File: src/design/fbpa_ram.sv
// Generic simple dual-port RAM: one write port, one read port with registered read data.
`default_nettype none

module fbpa_ram #(
    parameter int WIDTH = 8,
    parameter int DEPTH = 16
) (
    input  wire logic                     clk,
    input  wire logic                     we,
    input  wire logic [$clog2(DEPTH)-1:0] waddr,
    input  wire logic [WIDTH-1:0]         wdata,
    input  wire logic [$clog2(DEPTH)-1:0] raddr,
    output logic      [WIDTH-1:0]         rdata
);

    logic [WIDTH-1:0] mem [DEPTH];

    // Write and registered read
    always_ff @(posedge clk)
    begin
        if (we)
        begin
            mem[waddr] <= wdata;
        end
        rdata <= mem[raddr];
    end

endmodule

`default_nettype wire

File: config.mk
export PLATFORM = sky130hd
export DESIGN_NAME = fbpa_ram
export DESIGN_NICKNAME = d
export VERILOG_FILES = /design/src/design/fbpa_ram.sv
export SDC_FILE = /design/constraint.sdc
export NUM_CORES = 1
export LEC_CHECK = 0
export BUFFER_PORTS_ARGS = -buffer_cell sky130_fd_sc_hd__buf_2
export CAP_MARGIN = 20
export CORE_ASPECT_RATIO = 2
export CORE_UTILIZATION = 31
export CTS_CLUSTER_SIZE = 30
export DETAILED_ROUTE_END_ITERATION = 6
export RECOVER_POWER = 100
export SLEW_MARGIN = 20
export SYNTH_ARGS = -nofsm -noshare
export SYNTH_HDL_FRONTEND = slang
export SYNTH_SLANG_ARGS = --single-unit
File: constraint.sdc
create_clock -name clk -period 2.08 [get_ports clk]
set_input_delay 0.208 -clock clk [delete_from_list [all_inputs] [get_ports clk]]
set_output_delay 0.208 -clock clk [all_outputs]
set_load 0.02 [all_outputs]
==> flow_metrics.py <==
metrics = {
    "setup_path": {
        "path_max_fanout": 28,
        "rrSetupSlack_ns": 0.76,
        "arrival_ns": 1.88,
        "crit_type": "in -> reg",
        "crit_required_ns": 2.38,
        "start_kind": "input port",
        "endpoint_kind": "flip-flop",
    },
    "die": {
        "die_height_um": 184,
        "die_x_um": 93.1,
        "core-area_um2": 16300,
        "std_cell_rows": 66,
        "ioPinCount": 26,
        "die_area_um2": 17200,
        "floorplan.initialDensity_pct": 31.6,
    },
    "placed_design": {
        "dpl-instance-area_um2": 5610,
        "gp_congestion": 0.726,
        "portBuffers": 25,
        "hpwl_um": 6930,
    },
    "global_route": {
        "grt_pass1_wl_um": 15200,
        "grt_use_total_pct": 12.8,
        "antenna_found_initial": 0,
        "grt_pass1_vias": 2574,
        "grt_max_degree": 29,
        "grt-ovfl-total": 0,
    },
    "layout": {
        "ff_latch_area_um2": 4000,
        "final_area_um2": 6150,
        "drive_gt1_share_pct": 20.0,
        "multi_input_area_um2": 1060,
        "n_antenna_cell": 0,
        "finalNetCount": 300,
        "fill_cells": 1423,
        "syn_to_final_growth_pct": 19.4,
    },
    "power": {
        "power_frac_comb_pct": 4.3,
        "total_power_mw": 6.54,
        "p_leak_nw": 1.97,
        "clkPwrFrac_pct": 48.6,
        "seqPwrFrac_pct": 47.1,
        "p_per_area_nw_per_um2": 1060,
        "p_switching_mw": 1.33,
        "cell_internal_pwr_mw": 5.22,
        "irDropWorstVdd_mv": 0.462,
        "swShare_pct": 20.3,
    },
    "timing": {
        "hold_slack_ns": 0.292,
        "fin_skew_ns": 0.00888,
        "clock.fmax_mhz": 635,
        "setup_violations": 0,
        "finalHoldViolCount": 0,
        "period_needed_ns": 1.58,
        "relSlewSlack_pct": 50.4,
        "maxSlewViolCount": 0,
        "period_share_pct": 75.8,
        "fin_setup_tns_ns": 0,
        "grt_setup_unrepaired": "no",
        "tightest_slew_ns": 0.742,
    },
    "detailed_routing": {
        "first_pass_iters": 4,
        "wl_met3_um": 401,
        "drtIter0Drc": 263,
        "drc": 0,
        "routedWlPerCell_um": 20.5,
        "routed_wl_um": 10200,
        "vias": 2412,
        "antenna_left": 0,
        "highest_layer": "met4",
        "vias_per_cell": 4.83,
        "met2_length_um": 5990,
        "wl_met1_um": 3570,
    },
    "synthesis": {
        "yosysSeqAreaShare_pct": 77.8,
        "ys_seq_elements": 136,
        "synth_top_area_cell": "edfxtp_1",
        "synth_top_area_share_pct": 74.7,
        "yosysWarnings": 0,
        "synthCells": 229,
        "syn_area_um2": 5150,
        "synth_cell_types": 19,
        "syn_area_per_cell_um2": 22.5,
        "syn-num-nets": 247,
        "synth.area.top_cells": "edfxtp_1, mux4_2, mux4_1, dfxtp_1, a22oi_1",
    },
    "cts": {
        "cts_made_buffers": 17,
        "clk_latency_ns": 0.41,
        "cts_tree": "built",
        "root_buffer": "clkbuf_16",
        "cts_buffer_depth": 2,
        "cts_hold_buf": 0,
        "clock-sinks": 136,
        "cts-resized-gates": 0,
        "htree_levels": 4,
        "clk_pin_slew_ns": 0.06,
        "post-cts-setup-buffer-count": 0,
    },
    "job": {
        "maxCapViolCount": 0,
    },
    "run_status": {
        "status": "completed",
    },
    "hold_path": {
        "hp-class": "in -> reg",
    },
}
-- power groups by stage --
stage | clock network (mW) | logic [mW] | registers (mW)
CTS | 3.22 | 0.305 | 3.08
floorplan | 0 | 0.156 | 3.16
finish | 3.18 | 0.282 | 3.08
detailed placement | 0 | 0.304 | 3.14
global placement | 0 | 0.299 | 3.14
global route | 3.32 | 0.307 | 3.09
-- per-stage QoR --
stage / cells / utilization [%] / setup WS (ns)
after floorplan: 229 / - / 0.379
final: 499 / 37.8 / 0.504
after global placement: 467 / 34.5 / 0.361
after detailed placement: 467 / 34.5 / 0.358
after global routing: 499 / 37.8 / 0.403
after CTS: 499 / 38.4 / 0.723
-- layout by cell type, fill, tap and decap left out, types with 2 or more instances in the layout --
cell type   netlist  routed
mux4_1           14      14
a22oi_1          16      16
clkbuf_16         0      17
nor2_1           13      13
buf_2             3       6
nand2_1           9       9
inv_6             0       2
nor3_1            4       4
edfxtp_1        128     128
dfxtp_1           8       8
clkbuf_1          0      35
bufinv_16         0       4
mux4_2           18      18
nand3b_1          2       2
nand2b_1          2       2
clkinvlp_4        0       5
clkinv_4          0       2
-- registers in the layout (all words and copies together) (netlist names) --
name	count
rdata	8
mem	128
-- worst max-delay path, stage by stage --
cell and delay, ns:
buf_2 0.16, clkbuf_4 0.53, mux4_1 0.65, a22oi_1 0.22, nand2_1 0.08
-- metal layers --
metal	up-vias	GRT usage (%)
met3	16	2.68
met1	1236	12.8
met5	-	0
li1	1078	-
met4	0	7.14
met2	82	24.0
-- area by class of cell --
| type | count | area share [%] |
|---|---|---|
| multi-input combinational | 83 | 17.2 |
| tap | 204 | 4.15 |
| timing repair buffer | 44 | 3.19 |
| clock buffer | 18 | 7.14 |
| sequential | 136 | 65.1 |
| clock inverter | 14 | 3.19 |
-- cells by family (layout without fill, tap and decap cells) --
kind of cell           after synthesis  in the layout  share of synthesized area [%]
muxes                               32             32                           15.0
and+or+nand+nor                     35             35                           3.18
buffers and inverters               10             76                           1.68
AOI/OAI and AO/OA                   16             16                           2.33
DFF                                136            136                           77.8
-- final timing paths --
kind / startpoint / to / cells past startpoint
max: raddr[0] / rdata[5] / 5
min: wdata[1] / mem[14][1] / 1
max reg2reg: mem[9][3] / rdata[3] / 3
min reg2reg: mem[13][4] / rdata[4] / 3
-- cell usage after synthesis, drive strengths merged --
master and count:
nand3 1, and2b 1, edfxtp 128, nand3b 2, nand2 9, nor3 4, nor2 13, dfxtp 8
mux4 32, and2 1, nand2b 2, nor2b 1, a22oi 16, buf 7, or3b 1, clkdlybuf4s25 3
(Power assumes the default switching activity.)
